--- config.mk ---
export PLATFORM = sky130hd
export DESIGN_NAME = meq_opq
export DESIGN_NICKNAME = d
export VERILOG_FILES = /design/src/hdl/meq_pkg.sv /design/src/hdl/meq_opq.sv
export VERILOG_INCLUDE_DIRS = /design/src /design/src/hdl
export SDC_FILE = /design/constraint.sdc
export NUM_CORES = 1
export LEC_CHECK = 0
export BUFFER_PORTS_ARGS = -buffer_cell sky130_fd_sc_hd__buf_4
export CAP_MARGIN = 10
export CORE_MARGIN = 4
export CORE_UTILIZATION = 57
export CTS_BUF_LIST = sky130_fd_sc_hd__clkbuf_16
export CTS_CLUSTER_DIAMETER = 30
export DETAILED_ROUTE_END_ITERATION = 12
export PLACE_DENSITY_LB_ADDON = 0.05
export SYNTH_ARGS = -nofsm -noshare
export SYNTH_HDL_FRONTEND = slang
export SYNTH_SLANG_ARGS = --single-unit
export TNS_END_PERCENT = 5
--- constraint.sdc ---
create_clock -name clk_i -period 5.5 [get_ports clk_i]
set_clock_uncertainty 0.2 [all_clocks]
set_input_delay 1.1 -clock clk_i [delete_from_list [all_inputs] [get_ports clk_i]]
set_output_delay 1.1 -clock clk_i [all_outputs]
set_load 0.02 [all_outputs]
--- src/hdl/midi_event_queue_with_drop_flags_unit_defines.svh ---
// Assertion macros shared by the MIDI event queue modules.
`ifndef MIDI_EVENT_QUEUE_WITH_DROP_FLAGS_UNIT_DEFINES_SVH
`define MIDI_EVENT_QUEUE_WITH_DROP_FLAGS_UNIT_DEFINES_SVH
`ifndef ASSERT_OFF
`define MEQ_ASSERT(label, prop, msg) \
  label: assert property (@(posedge clk_i) disable iff (!rst_ni) prop) else $error(msg);
`define MEQ_ASSERT_NEXT(label, pre, post, msg) \
  label: assert property (@(posedge clk_i) disable iff (!rst_ni) (pre) |=> (post)) else $error(msg);
`else
`define MEQ_ASSERT(label, prop, msg)
`define MEQ_ASSERT_NEXT(label, pre, post, msg)
`endif
`endif

--- src/hdl/meq_pkg.sv ---
// Types, sizes and codes of the MIDI event queue.
package meq_pkg;

  localparam int QUEUE_DEPTH = 256;
  localparam int PTR_W       = $clog2(2 * QUEUE_DEPTH);
  localparam int IDX_W       = $clog2(QUEUE_DEPTH);

  localparam int OPQ_DEPTH   = 4;
  localparam int OPQ_IDX_W   = $clog2(OPQ_DEPTH);
  localparam int OPQ_CNT_W   = $clog2(OPQ_DEPTH + 1);

  localparam logic [63:0] MIX_C0 = 64'h9e3779b97f4a7c15;
  localparam logic [63:0] MIX_C1 = 64'hbf58476d1ce4e5b9;
  localparam logic [63:0] MIX_C2 = 64'h94d049bb133111eb;

  localparam logic [1:0] ACT_ENQUEUE = 2'd0;
  localparam logic [1:0] ACT_DEQUEUE = 2'd1;
  localparam logic [1:0] ACT_RECOVER = 2'd2;

  localparam logic [2:0] KIND_NOTE_ON   = 3'd0;
  localparam logic [2:0] KIND_NOTE_OFF  = 3'd1;
  localparam logic [2:0] KIND_CONTROL   = 3'd2;
  localparam logic [2:0] KIND_PRESSURE  = 3'd3;

  localparam logic [3:0] MIDI_NOTE_OFF  = 4'h8;
  localparam logic [3:0] MIDI_NOTE_ON   = 4'h9;
  localparam logic [3:0] MIDI_CONTROL   = 4'hB;
  localparam logic [3:0] MIDI_PRESSURE  = 4'hD;

  typedef struct packed {
    logic [1:0]  action;
    logic [7:0]  status_byte;
    logic [6:0]  first_data;
    logic [6:0]  second_data;
    logic        source;
    logic [63:0] timestamp_micros;
  } cmd_t;

  typedef struct packed {
    logic        ok;
    logic [2:0]  kind;
    logic [4:0]  channel;
    logic [6:0]  first_value;
    logic [6:0]  second_value;
    logic        event_source;
    logic [63:0] event_sequence;
    logic [63:0] event_time;
    logic [31:0] lifecycle_seed;
    logic [31:0] dropped_count;
  } result_t;

  typedef struct packed {
    logic [1:0]  action;
    logic        valid;
    logic [2:0]  kind;
    logic [4:0]  channel;
    logic [6:0]  first_value;
    logic [6:0]  second_value;
    logic        source;
    logic [63:0] seq_num;
    logic [63:0] timestamp;
  } op_t;

  typedef struct packed {
    logic full;
    logic empty;
  } opq_status_t;

endpackage

--- src/hdl/meq_opq.sv ---
// Short operation queue between the front end and the back end.
`include "midi_event_queue_with_drop_flags_unit_defines.svh"
module meq_opq (
  input  logic                 clk_i,
  input  logic                 rst_ni,
  input  logic                 push_i,
  input  meq_pkg::op_t         op_i,
  input  logic                 pop_i,
  output meq_pkg::op_t         op_o,
  output meq_pkg::opq_status_t status_o
);
  import meq_pkg::*;

  localparam logic [OPQ_IDX_W-1:0] IDX_LAST = OPQ_IDX_W'(OPQ_DEPTH - 1);
  localparam logic [OPQ_CNT_W-1:0] CNT_FULL = OPQ_CNT_W'(OPQ_DEPTH);

  op_t                  entry_q [OPQ_DEPTH];
  logic [OPQ_IDX_W-1:0] wr_q, wr_d, rd_q, rd_d;
  logic [OPQ_CNT_W-1:0] count_q, count_d;

  assign op_o           = entry_q[rd_q];
  assign status_o.full  = (count_q == CNT_FULL);
  assign status_o.empty = (count_q == '0);

  always_comb begin
    wr_d    = wr_q;
    rd_d    = rd_q;
    count_d = count_q;
    if (push_i) begin
      wr_d = (wr_q == IDX_LAST) ? '0 : wr_q + OPQ_IDX_W'(1);
    end
    if (pop_i) begin
      rd_d = (rd_q == IDX_LAST) ? '0 : rd_q + OPQ_IDX_W'(1);
    end
    if (push_i && !pop_i) begin
      count_d = count_q + OPQ_CNT_W'(1);
    end else if (pop_i && !push_i) begin
      count_d = count_q - OPQ_CNT_W'(1);
    end
  end

  always_ff @(posedge clk_i or negedge rst_ni) begin
    if (!rst_ni) begin
      wr_q    <= '0;
      rd_q    <= '0;
      count_q <= '0;
    end else begin
      wr_q    <= wr_d;
      rd_q    <= rd_d;
      count_q <= count_d;
    end
  end

  always_ff @(posedge clk_i) begin
    if (push_i) begin
      entry_q[wr_q] <= op_i;
    end
  end

  `MEQ_ASSERT(a_opq_no_overflow, push_i |-> (count_q < CNT_FULL), "operation queue overflow")
  `MEQ_ASSERT(a_opq_no_underflow, pop_i |-> (count_q != '0), "operation queue underflow")

endmodule

* Word level (Yosys, flattened, before mapping)
Memories as Yosys holds them, arrays and structs flattened.
Cells that the tools add are included.
** Word-level totals
- Memories :: 1
- Bits in registers :: 7
- Bits in writable memories :: 616
- Input port bits :: 158
** Memory list
- entry_q :: depth 4, width 154, rd ports 1, clocked after Yosys merged registers in 0, write ports 1, line meq_opq.sv:17 : op_t entry_q [OPQ_DEPTH];
** Cells by class
- $add $sub $neg :: 4
- Equality and inequality tests :: 3
- Multiplexer cells :: 6
- Reductions and logical operators :: 6
** Operators by type and width (number)
- $mux 3 :: 2
- $add 2x1->2 const B :: 2
- $eq 2x2->1 const B :: 2
- $mux 2 :: 2
- $add 3x1->3 const B :: 1
- $eq 3x3->1 const B :: 1
- $logic_not 3->1 :: 1
- $sub 3x1->3 const B :: 1
- $logic_and 1x1->1 :: 2
- $logic_not 1->1 :: 2
- $mux 1 :: 2
- $reduce_bool 2->1 :: 1

* Depth between registers and ports, before layout
- Depth in word-level cells :: 4
- Depth in mapped cells :: 7
- Depth with buffers taken out :: 7

* Least setup slack after synthesis
OpenSTA, ideal clock, no wires.
- Path type :: input port to flip-flop
- From :: input push_i
- To :: memory entry_q[2][0] (netlist bit) (enable)
- Cell stages on the path :: 1
- Setup slack :: 0.156 ns
- Buffers on the path :: 0
- Library setup time :: 0.532 ns
- Data arrival time :: 4.612 ns
- Cell sequence :: and2_1
** On the way
- Word-level cells in the longest chain between the ends :: 2
** Ends and longest elaborated chain
- start: declaration :: line meq_opq.sv:6 : input logic push_i,
- $mux 1 :: line meq_opq.sv:55 : if (push_i) begin
- $mux 1 (implied by the code) :: line meq_opq.sv:56 : entry_q[wr_q] <= op_i;
- end: declaration :: line meq_opq.sv:17
No other way between the ends.

==> qor.txt <==
CP Cell Sequence = buf_4 -> mux4_2 -> buf_4
GRT overflow = 0
Crit path max-delay cell type = dfrtp_4
Async S/R FF share, synth = 0.01124
Final min period = 3.958 ns
Post-synth EDFFs = 616
Setup crit end kind = primary output
Top-level I/O count = 314
Hold_buf cts = 0
Number of global-route vias before repair = 11.28k
Worst hold path type = in2async
Die area = 43090 um2
First-pass DRT Iterations = 6
Power Total = 17990 uW
Die Ht = 207.6 um
FF+latch count, synth = 623
Die width = 207.6 um
Syn Area/Cell = 26.96 um2
H-tree levels = 3
PostCTS Resize Cnt = 0
Initial Utilization = 0.5820
Final HPWL DP = 26.08 mm
Post-Syn Nets = 1007
Critical Path Start Type = flop
Met1 Wirelength = 17.66 mm
Via Count = 10.35k
Required @ worst endpoint = 4.20 ns
Core ar. = 39010 um2
Largest stage delay on the critical path = 0.73 ns
Met2 wire len = 23.32 mm
Layout cells sized above 1 = 0.5004
CP most frequent cell = buf_4
Sequential-to-total area share from yosys stat = 0.8225
Row cnt = 72
Setup violations, final = 0
Root Driver = clkbuf_16
Ys Warns = 0
Worst slew pin tran = 0.9993 ns
Clock buffer depth = 3
Clock Sinks = 623
Max layer used = met5
Max-cap violations = 0
Later-pin clock latency in the skew report = 0.61 ns
Ys flop type = edfxtp_1
Worst R2R Start = wr_q[1]
Reg clk slew, reported paths = 0.05 ns
Gate Count Post-Synth = 842
Status = finished clean
Place WS = 2.093 ns
RSZ-0062 raised after global routing = false
CP max FO = 26
Final Hold Vio Count = 0
Pwr/cell area = 611.9 nW/um2
Largest net degree at the start of global routing = 93
Worst path top cell family by delay = flip-flops
R2R Setup Slk = 3.00 ns
Layout net count = 1414
Netlist Area Pre-Place = 22700 um2
Layout area overhead = 29.50%
Total GRT Usage = 0.2126
# port buffers = 313
Drt via density = 5.550
Post-route ant nets = 0
Maximum VDD drop = 0.4488 mV
Detailed-route wire length per cell = 24.31 um
Worst slew margin = 0.3338
Setup bufs post-CTS = 0
Initial DRC count = 638
TNS Setup = 0 ns
Critical path data arrival time = 2.66 ns
Initial antenna violation count = 2
GPL Wtd Cong = 0.7129
Kind of critical path = reg2out
Bufs and invs on worst path = 2
Register-to-Register Path Depth = 4
Fmax = 252.7 MHz
P_leak = 0.01031 uW
Reg2reg end = entry_q[1][51]
Num CTS Buffers = 113
Met3 WL = 3.605 mm
Pins Over Slew Limit = 0
Setup ws final = 1.542 ns
CTS tree = done
Yosys cell types = 21
DRC viols = 0
Fin crit share = 0.7196
Final WL = 45.34 mm
First-pass GRT wire length = 69.48 mm
## synthesized netlist by cell type, drive strengths merged (2+ instances only)
cell	instances	share of area
and2	4	0.0011
inv	4	0.00066
nor2	3	0.00050
buf	31	0.014
ha	6	0.0033
mux2	3	0.0015
nand2	2	0.00033
mux4	154	0.15
xor2	2	0.00077
clkbuf	4	0.00066
edfxtp	616	0.81
dfrtp	7	0.0077
o21ai	2	0.00044
## logic make-up after synthesis
family / Yosys count / synth area share
xor gates and xnor gates: 3 / 0.001158
adders and majority gates: 7 / 0.004188
and+or+nand+nor: 11 / 0.002480
DFF: 623 / 0.8225
AOI/OAI and AO/OA: 2 / 0.0004409
buffers and inverters: 39 / 0.01499
muxes: 157 / 0.1543
## routing by layer
| metal | track usage | vias up |
|---|---|---|
| met5 | 0 | - |
| met4 | 0.06110 | 4 |
| met3 | 0.07163 | 60 |
| met2 | 0.3445 | 314 |
| met1 | 0.2818 | 5444 |
| li1 | - | 4528 |
## state kept, by name, summed over array words and instances, names as in the netlist
register	cells
entry_q	616
wr_q	2
count_q	3
rd_q	2
## area by class of cell
class	count	area, um2
fill	2124	9608
timing repair buffer	327	2555
tap	518	648.1
antenna	2	5.005
clock inverter	94	868.3
sequential	623	18680
inverter	4	15.01
clock buffer	117	2928
multi-input combinational	180	3700
## report_power, final
part,switching (uW),total [uW],internal (uW),leakage (uW)
clock network,2220,6710,4490,0.00187
registers,299,6400,6100,0.00574
logic,2670,4880,2210,0.00270
total,5190,18000,12800,0.0103
## cells in the final DEF, fill, tap and decap left out, drive strengths merged
cell type and instances:
mux4 154, clkinvlp 15, dfrtp 7, bufinv 14
buf 327, nor3b 1, diode 2, nand2 2
fa 1, xor2 2, mux2 3, inv 20
edfxtp 616, nor2 3, clkbuf 117, ha 6
clkinv 49, xnor2 1, and2 4, o21ai 2
nor3 1
## stage by stage
step | instances | hold slack (ns) | cell area, um2 | util
after floorplan | 842 | 0.2563 | 22700 | -
after global routing | 1863 | 0.07052 | 29390 | 0.7536
after CTS | 1863 | 0.06128 | 29390 | 0.7536
after detailed placement | 1652 | 0.2773 | 25600 | 0.6562
final | 1865 | 0.09963 | 29400 | 0.7537
after global placement | 1652 | 0.2732 | 25600 | 0.6562
## how the worst max path moves through the flow
stage | slack [ns] | endpoint | cells past startpoint | start
floorplan | 0.16 | entry_q[2][0] | 1 | push_i
global placement | 2.10 | op_o[13] | 3 | rd_q[0]
detailed placement | 2.09 | op_o[13] | 3 | rd_q[0]
CTS | 1.42 | op_o[24] | 3 | rd_q[0]
global route | 1.34 | op_o[53] | 3 | rd_q[0]
finish | 1.54 | op_o[24] | 3 | rd_q[0]
No activity file was read; power rests on OpenSTA's default activity.
