**config.mk**
```make
export PLATFORM = sky130hd
export DESIGN_NAME = meq_front
export DESIGN_NICKNAME = d
export VERILOG_FILES = /design/src/hdl/midi_event_queue_with_drop_flags_unit_defines.svh /design/src/hdl/meq_pkg.sv /design/src/hdl/meq_front.sv
export SDC_FILE = /design/constraint.sdc
export NUM_CORES = 1
export LEC_CHECK = 0
export BUFFER_PORTS_ARGS = -buffer_cell sky130_fd_sc_hd__buf_2
export CAP_MARGIN = 20
export CELL_PAD_IN_SITES_DETAIL_PLACEMENT = 0
export CELL_PAD_IN_SITES_GLOBAL_PLACEMENT = 1
export CORE_MARGIN = 3
export CORE_UTILIZATION = 32
export CTS_CLUSTER_SIZE = 28
export DETAILED_ROUTE_END_ITERATION = 16
export PLACE_DENSITY_LB_ADDON = 0.1
export SYNTH_ARGS = -nofsm -noshare
export SYNTH_HDL_FRONTEND = slang
export SYNTH_SLANG_ARGS = --single-unit
```
**constraint.sdc**
```tcl
create_clock -name clk_i -period 3.9 [get_ports clk_i]
set_input_delay 0.39 -clock clk_i [delete_from_list [all_inputs] [get_ports clk_i]]
set_output_delay 0.39 -clock clk_i [all_outputs]
set_load 0.03 [all_outputs]
```
**src/hdl/midi_event_queue_with_drop_flags_unit_defines.svh**
```systemverilog
// Assertion macros shared by the MIDI event queue modules.
`ifndef MIDI_EVENT_QUEUE_WITH_DROP_FLAGS_UNIT_DEFINES_SVH
`define MIDI_EVENT_QUEUE_WITH_DROP_FLAGS_UNIT_DEFINES_SVH
`ifndef ASSERT_OFF
`define MEQ_ASSERT(label, prop, msg) \
  label: assert property (@(posedge clk_i) disable iff (!rst_ni) prop) else $error(msg);
`define MEQ_ASSERT_NEXT(label, pre, post, msg) \
  label: assert property (@(posedge clk_i) disable iff (!rst_ni) (pre) |=> (post)) else $error(msg);
`else
`define MEQ_ASSERT(label, prop, msg)
`define MEQ_ASSERT_NEXT(label, pre, post, msg)
`endif
`endif

```
**src/hdl/meq_pkg.sv**
```systemverilog
// Types, sizes and codes of the MIDI event queue.
package meq_pkg;

  localparam int QUEUE_DEPTH = 256;
  localparam int PTR_W       = $clog2(2 * QUEUE_DEPTH);
  localparam int IDX_W       = $clog2(QUEUE_DEPTH);

  localparam int OPQ_DEPTH   = 4;
  localparam int OPQ_IDX_W   = $clog2(OPQ_DEPTH);
  localparam int OPQ_CNT_W   = $clog2(OPQ_DEPTH + 1);

  localparam logic [63:0] MIX_C0 = 64'h9e3779b97f4a7c15;
  localparam logic [63:0] MIX_C1 = 64'hbf58476d1ce4e5b9;
  localparam logic [63:0] MIX_C2 = 64'h94d049bb133111eb;

  localparam logic [1:0] ACT_ENQUEUE = 2'd0;
  localparam logic [1:0] ACT_DEQUEUE = 2'd1;
  localparam logic [1:0] ACT_RECOVER = 2'd2;

  localparam logic [2:0] KIND_NOTE_ON   = 3'd0;
  localparam logic [2:0] KIND_NOTE_OFF  = 3'd1;
  localparam logic [2:0] KIND_CONTROL   = 3'd2;
  localparam logic [2:0] KIND_PRESSURE  = 3'd3;

  localparam logic [3:0] MIDI_NOTE_OFF  = 4'h8;
  localparam logic [3:0] MIDI_NOTE_ON   = 4'h9;
  localparam logic [3:0] MIDI_CONTROL   = 4'hB;
  localparam logic [3:0] MIDI_PRESSURE  = 4'hD;

  typedef struct packed {
    logic [1:0]  action;
    logic [7:0]  status_byte;
    logic [6:0]  first_data;
    logic [6:0]  second_data;
    logic        source;
    logic [63:0] timestamp_micros;
  } cmd_t;

  typedef struct packed {
    logic        ok;
    logic [2:0]  kind;
    logic [4:0]  channel;
    logic [6:0]  first_value;
    logic [6:0]  second_value;
    logic        event_source;
    logic [63:0] event_sequence;
    logic [63:0] event_time;
    logic [31:0] lifecycle_seed;
    logic [31:0] dropped_count;
  } result_t;

  typedef struct packed {
    logic [1:0]  action;
    logic        valid;
    logic [2:0]  kind;
    logic [4:0]  channel;
    logic [6:0]  first_value;
    logic [6:0]  second_value;
    logic        source;
    logic [63:0] seq_num;
    logic [63:0] timestamp;
  } op_t;

  typedef struct packed {
    logic full;
    logic empty;
  } opq_status_t;

endpackage

```
**src/hdl/meq_front.sv**
```systemverilog
// Front end: takes commands, decodes MIDI messages and numbers enqueues.
module meq_front (
  input  logic                clk_i,
  input  logic                rst_ni,
  input  logic                start_i,
  input  meq_pkg::cmd_t       cmd_i,
  input  meq_pkg::opq_status_t opq_status_i,
  output logic                busy_o,
  output logic                push_o,
  output meq_pkg::op_t        op_o
);
  import meq_pkg::*;

  logic [63:0] seq_q, seq_d;
  logic [3:0]  msg_type;

  assign busy_o   = opq_status_i.full;
  assign push_o   = start_i && !opq_status_i.full;
  assign msg_type = cmd_i.status_byte[7:4];

  always_comb begin
    op_o              = '0;
    op_o.action       = cmd_i.action;
    op_o.valid        = 1'b1;
    op_o.kind         = KIND_NOTE_ON;
    op_o.channel      = {1'b0, cmd_i.status_byte[3:0]} + 5'd1;
    op_o.first_value  = cmd_i.first_data;
    op_o.second_value = cmd_i.second_data;
    op_o.source       = cmd_i.source;
    op_o.seq_num      = seq_q;
    op_o.timestamp    = cmd_i.timestamp_micros;
    if (msg_type == MIDI_NOTE_ON && cmd_i.second_data != 7'd0) begin
      op_o.kind = KIND_NOTE_ON;
    end else if (msg_type == MIDI_NOTE_OFF || msg_type == MIDI_NOTE_ON) begin
      op_o.kind = KIND_NOTE_OFF;
    end else if (msg_type == MIDI_CONTROL) begin
      op_o.kind = KIND_CONTROL;
    end else if (msg_type == MIDI_PRESSURE) begin
      op_o.kind         = KIND_PRESSURE;
      op_o.second_value = '0;
    end else begin
      op_o.valid = 1'b0;
    end
  end

  always_comb begin
    seq_d = seq_q;
    if (push_o && cmd_i.action == ACT_ENQUEUE) begin
      seq_d = seq_q + 64'd1;
    end
  end

  always_ff @(posedge clk_i or negedge rst_ni) begin
    if (!rst_ni) begin
      seq_q <= '0;
    end else begin
      seq_q <= seq_d;
    end
  end

endmodule

```
# Word level (Yosys, flattened, before mapping)
# Cells that the tools add are included.
# W data, S select, Z words.
[classes]
add_sub_neg = 2
eq_ne = 4
n_reduce_logical = 7
div_mod_pow = 0
shifts = 0
n_mul = 0
muxes = 12
n_bitwise = 0
n_lt_le_gt_ge = 0
[op_table]
columns = ["operator", "n"]
rows = [
  ["$add A64 B1 Y64 const B", 1],
  ["$mux W7", 4],
  ["$eq A4 B4 Y1 const B", 4],
  ["$mux W2", 4],
  ["$reduce_bool A7 Y1", 1],
  ["$add A4 B1 Y5 const B", 1],
  ["$mux W1", 4],
  ["$logic_and A1 B1 Y1", 3],
  ["$logic_not A2 Y1", 1],
  ["$logic_not A1 Y1", 1],
  ["$logic_or A1 B1 Y1", 1],
]
[word_totals]
rom_bits = 0
out_inout_bits = 156
ram_bits = 0
latch_bits = 0
input_bits = 94
regBits = 64
memories = 0
word_cells = 26

# Longest topological paths before layout
[depth]
depth_word = 5
ltp_mapped = 7
depth_no_buf = 6

# Worst setup path after synthesis
# OpenSTA, ideal clock, no wires.
[synth_path]
path_kind = "input-to-reg"
start = "in opq_status_i[1] (netlist bit)"
end = "reg seq_q[41]"
n_path_buf = 1
stages = 6
setup_time_ns = 0.134
slack_ns = 1.727
required_time_ns = 3.766
arrival_ns = 2.039
path_cell_list = "or4b_1 buf_2 nor4_4 nand4_1 or3_1 xnor2_1"
[synth_via]
elab_chain_len = 3
[synth_rtl]
columns = ["item", "line_no", "source"]
rows = [
  ["from (decl)", "meq_front.sv:7", "input meq_pkg::opq_status_t opq_status_i,"],
  ["$logic_not A1 Y1", "meq_front.sv:18", "assign push_o = start_i && !opq_status_i.full;"],
  ["$logic_and A1 B1 Y1", "meq_front.sv:18", ""],
  ["$logic_and A1 B1 Y1", "meq_front.sv:48", "if (push_o && cmd_i.action == ACT_ENQUEUE) begin"],
  ["to (signal assigned)", "meq_front.sv:57", "seq_q <= seq_d;"],
  ["to (decl)", "meq_front.sv:14", "logic [63:0] seq_q, seq_d;"],
]
# Every way passes these cells.
# A chain may end at the register's enable or synchronous reset.

# Worst setup path after layout
[layout_path]
start = "reg seq_q[10]"
end = "reg seq_q[62]"
[layout_via]
elab_chain_len = 1
[layout_rtl]
columns = ["item", "line_no", "source"]
rows = [
  ["$add A64 B1 Y64", "meq_front.sv:49", "seq_d = seq_q + 64'd1;"],
]
# Every way passes these cells.

==> summary.md <==
| Metric | Value |
|---|---|
| Period Utilization, post-route | 0.580 |
| Final hold vios | 0 |
| Overall power | approximately 1800 uW |
| Reg2reg path depth | 5 |
| Routed vias/inst | 4.96 |
| IO Count | 250 |
| Final instance area | about 4300 sq um |
| Bufs on Longest Clock Path | 2 |
| Crit path kind | reg -> reg |
| Synth Instances | 391 |
| Seq cells post-synth | 64 |
| Starting Density | 0.331 |
| GR Overflow Total | 0 |
| Core Area | approximately 12000 sq um |
| Hold_buf cts | 0 |
| Final TNS setup | 0 ns |
| Post-synthesis area per instance | 9.75 sq um |
| Sequential power share | 0.401 |
| Mapped Nets | about 500 |
| Clock sink count | 64 |
| R2R setup slack | between 1.5 and 2 ns |
| N_diodes | 0 |
| Clk slew on worst S/H paths | 0.05 ns |
| Maximum VDD drop | 0.210 mV |
| CP max-delay cell | nor2_1 |
| Worst reg2reg path endpoint | seq_q[62] |
| Net Sw Power | 431 uW |
| Final Skew | about 0.0062 ns |
| PwrDens | 417 nW/um^2 |
| Cts repair resizes | 0 |
| Critical path capture point type | flop |
| DR vias | 2852 |
| Post-Place Cell Area | 3930 sq um |
| CTS tree | built |
| Critical Path RT | approximately 4.2 ns |
| Commonest non-fill, non-tap cell in the layout | buf_2 |
| DRC viols | 0 |
| Die W | 115 um |
| Max-cap violation count | 0 |
| Final setup vio count | 0 |
| Clock network power share | 0.505 |
| Final WS setup | 1.64 ns |
| Share of cells above drive strength 1 | 0.299 |
| Number of port buffers | 103 |
| Slew Limit Fails | 0 |
| Lkg Pwr | roughly 0.0022 uW |
| Final HPWL DP | 7790 um |
| CTS Root Cell | clkbuf_16 |
| Part of the Yosys area used for sequential elements | 0.420 |
| Most frequent cells in the layout | 103 x buf_2, 64 x dfrtp_1, 36 x xor2_1 |
| Worst slack at placement | between 1 and 1.5 ns |
| FILL cells | 1201 |
| Worst EP arrival | 2.51 ns |
| Sw Ratio | 0.242 |
| Unrepaired setup endpoints after global routing | false |
| Biggest register | seq_q |
| Routed WL per cell | 17.6 um |
| Status | finished, final reports clean |
| Netlist Area Pre-Place | about 3800 sq um |
| H-Tree Level Count | 3 |
| Worst Path Max Fanout | 9 |
| Layout Area Growth over Synthesis | 12.0% |
| Worst skew pair latency | 0.33 ns |
| Final GP Congestion | a little over 0.7 |
| Relative slew slack | 0.369 |
| Comb pwr share | 0.094 |
| Startpoint Class | flop |
| Total CTS buffers | 9 |
| Global-route wire length before repair | 15900 um |
| Initial antenna violation count | 0 |
| Slew @ Worst Pin | 0.946 ns |
| Number of global-route vias before repair | 2829 |
| Die height | between 100 and 150 um |
| Critical path, cell by cell | nand4_1 > nor2_1 > nand4_2 > nor4b_1 > xor2_1 |
| Hold WS | 0.208 ns |
| Critical R2R Launch | seq_q[10] |
| Drt initial violations | around 110 |
| Die ar. | roughly 13000 sq um |
| Synth unique cells | 37 |
| CP max stage delay | 0.52 ns |
| Worst min path class | in -> async |
| Row cnt | 39 |
| Internal power | 1350 uW |
| Yosys warnings | 0 |
| Top flop regs | seq_q x64 |
| Drt first pass iters | 4 |
| Routed wire length | slightly above 10000 um |
| Max frequency | between 400 and 500 MHz |
| Post-CTS Setup Repair Bufs | 0 |
| Period minus WS final | 2.26 ns |
| Max FFs per register | 64 |
| Overall routing resource usage | 0.156 |
| Largest net degree at the start of global routing | 42 |
| Nets | 523 |
| Routed Antenna Nets | 0 |
[power by group through the flow]
| stage | Sequential (uW) | Clock (uW) | Combinational, uW |
|---|---|---|---|
| CTS | 716 | 915 | 172 |
| global placement | 726 | 0 | 171 |
| global route | 721 | 948 | 184 |
| floorplan | 756 | 0 | 208 |
| finish | 714 | 898 | 168 |
| detailed placement | 727 | 0 | 172 |
[critical path: cells and delay by family, from the launching register on]
family / cells / cell delay [ns]
XOR/XNOR: 1 / 0.17
flip-flops: 1 / 0.47
AND/OR/NAND/NOR: 4 / 1.55
[Yosys cell counts]
cell type | count | area [sq um]
buf_2 | 1 | 5.00
nor4b_1 | 2 | 17.5
or4b_1 | 1 | 10.0
and2b_2 | 1 | 8.76
nor4b_4 | 1 | 23.8
nand4_1 | 23 | 144
nand4_2 | 1 | 12.5
nor3_2 | 1 | 10.0
xor2_1 | 36 | 315
nor2b_1 | 1 | 6.26
nand3b_1 | 1 | 7.51
nand2b_1 | 1 | 6.26
nand3_2 | 1 | 10.0
inv_1 | 3 | 11.3
or3_1 | 1 | 6.26
nor3b_1 | 1 | 7.51
nor3_4 | 2 | 32.5
and2_1 | 8 | 50.1
a21oi_1 | 3 | 15.0
nor4_4 | 1 | 21.3
nor4_1 | 8 | 50.1
nand2_1 | 28 | 105
dfrtp_1 | 64 | 1600
or2_2 | 1 | 6.26
conb_1 | 1 | 3.75
buf_1 | 2 | 7.51
and4_1 | 5 | 43.8
nand3_1 | 29 | 145
nor3_1 | 21 | 105
clkbuf_1 | 1 | 3.75
buf_4 | 76 | 571
and3_1 | 11 | 68.8
nor2_1 | 20 | 75.1
or3_2 | 1 | 7.51
nand4b_1 | 1 | 8.76
ha_1 | 2 | 25.0
xnor2_1 | 30 | 263
[stage by stage]
stage	utilization	cells
after floorplan	-	391
after global placement	0.342	559
after detailed placement	0.342	559
after CTS	0.371	575
after global routing	0.371	575
final	0.371	575
[how the worst max path moves through the flow]
stage	start	end
detailed placement	opq_status_i[1]	seq_q[43]
floorplan	opq_status_i[1]	seq_q[41]
CTS	seq_q[1]	seq_q[43]
global placement	opq_status_i[1]	seq_q[43]
global route	seq_q[1]	seq_q[43]
finish	seq_q[10]	seq_q[62]
[kinds of logic (layout without fill, tap and decap cells)]
family	after synthesis	count (layout)	synth area share
xor+xnor	66	66	0.152
buf+inv	83	124	0.157
simple gates	172	172	0.260
compound gates	3	3	0.00394
other cells	1	1	0.000984
fa+ha+maj	2	2	0.00656
flops	64	64	0.420
[routing by layer]
metal	routed length (um)	track usage	vias up
li1	-	-	1345
met1	4350	0.197	1357
met2	4870	0.248	107
met3	594	0.0274	43
met4	327	0.0955	0
met5	0	0	-
[layout make-up]
cell class,instances,area (sq um),area share
clock buffer,14,274,0.0642
inverter,3,11.3,0.00264
tap,143,179,0.0419
clock inverter,2,60.1,0.0141
sequential,64,1600,0.375
multi-input combinational,244,1610,0.378
timing repair buffer,105,531,0.124
Note: power is estimated with default switching activity, not from simulation.
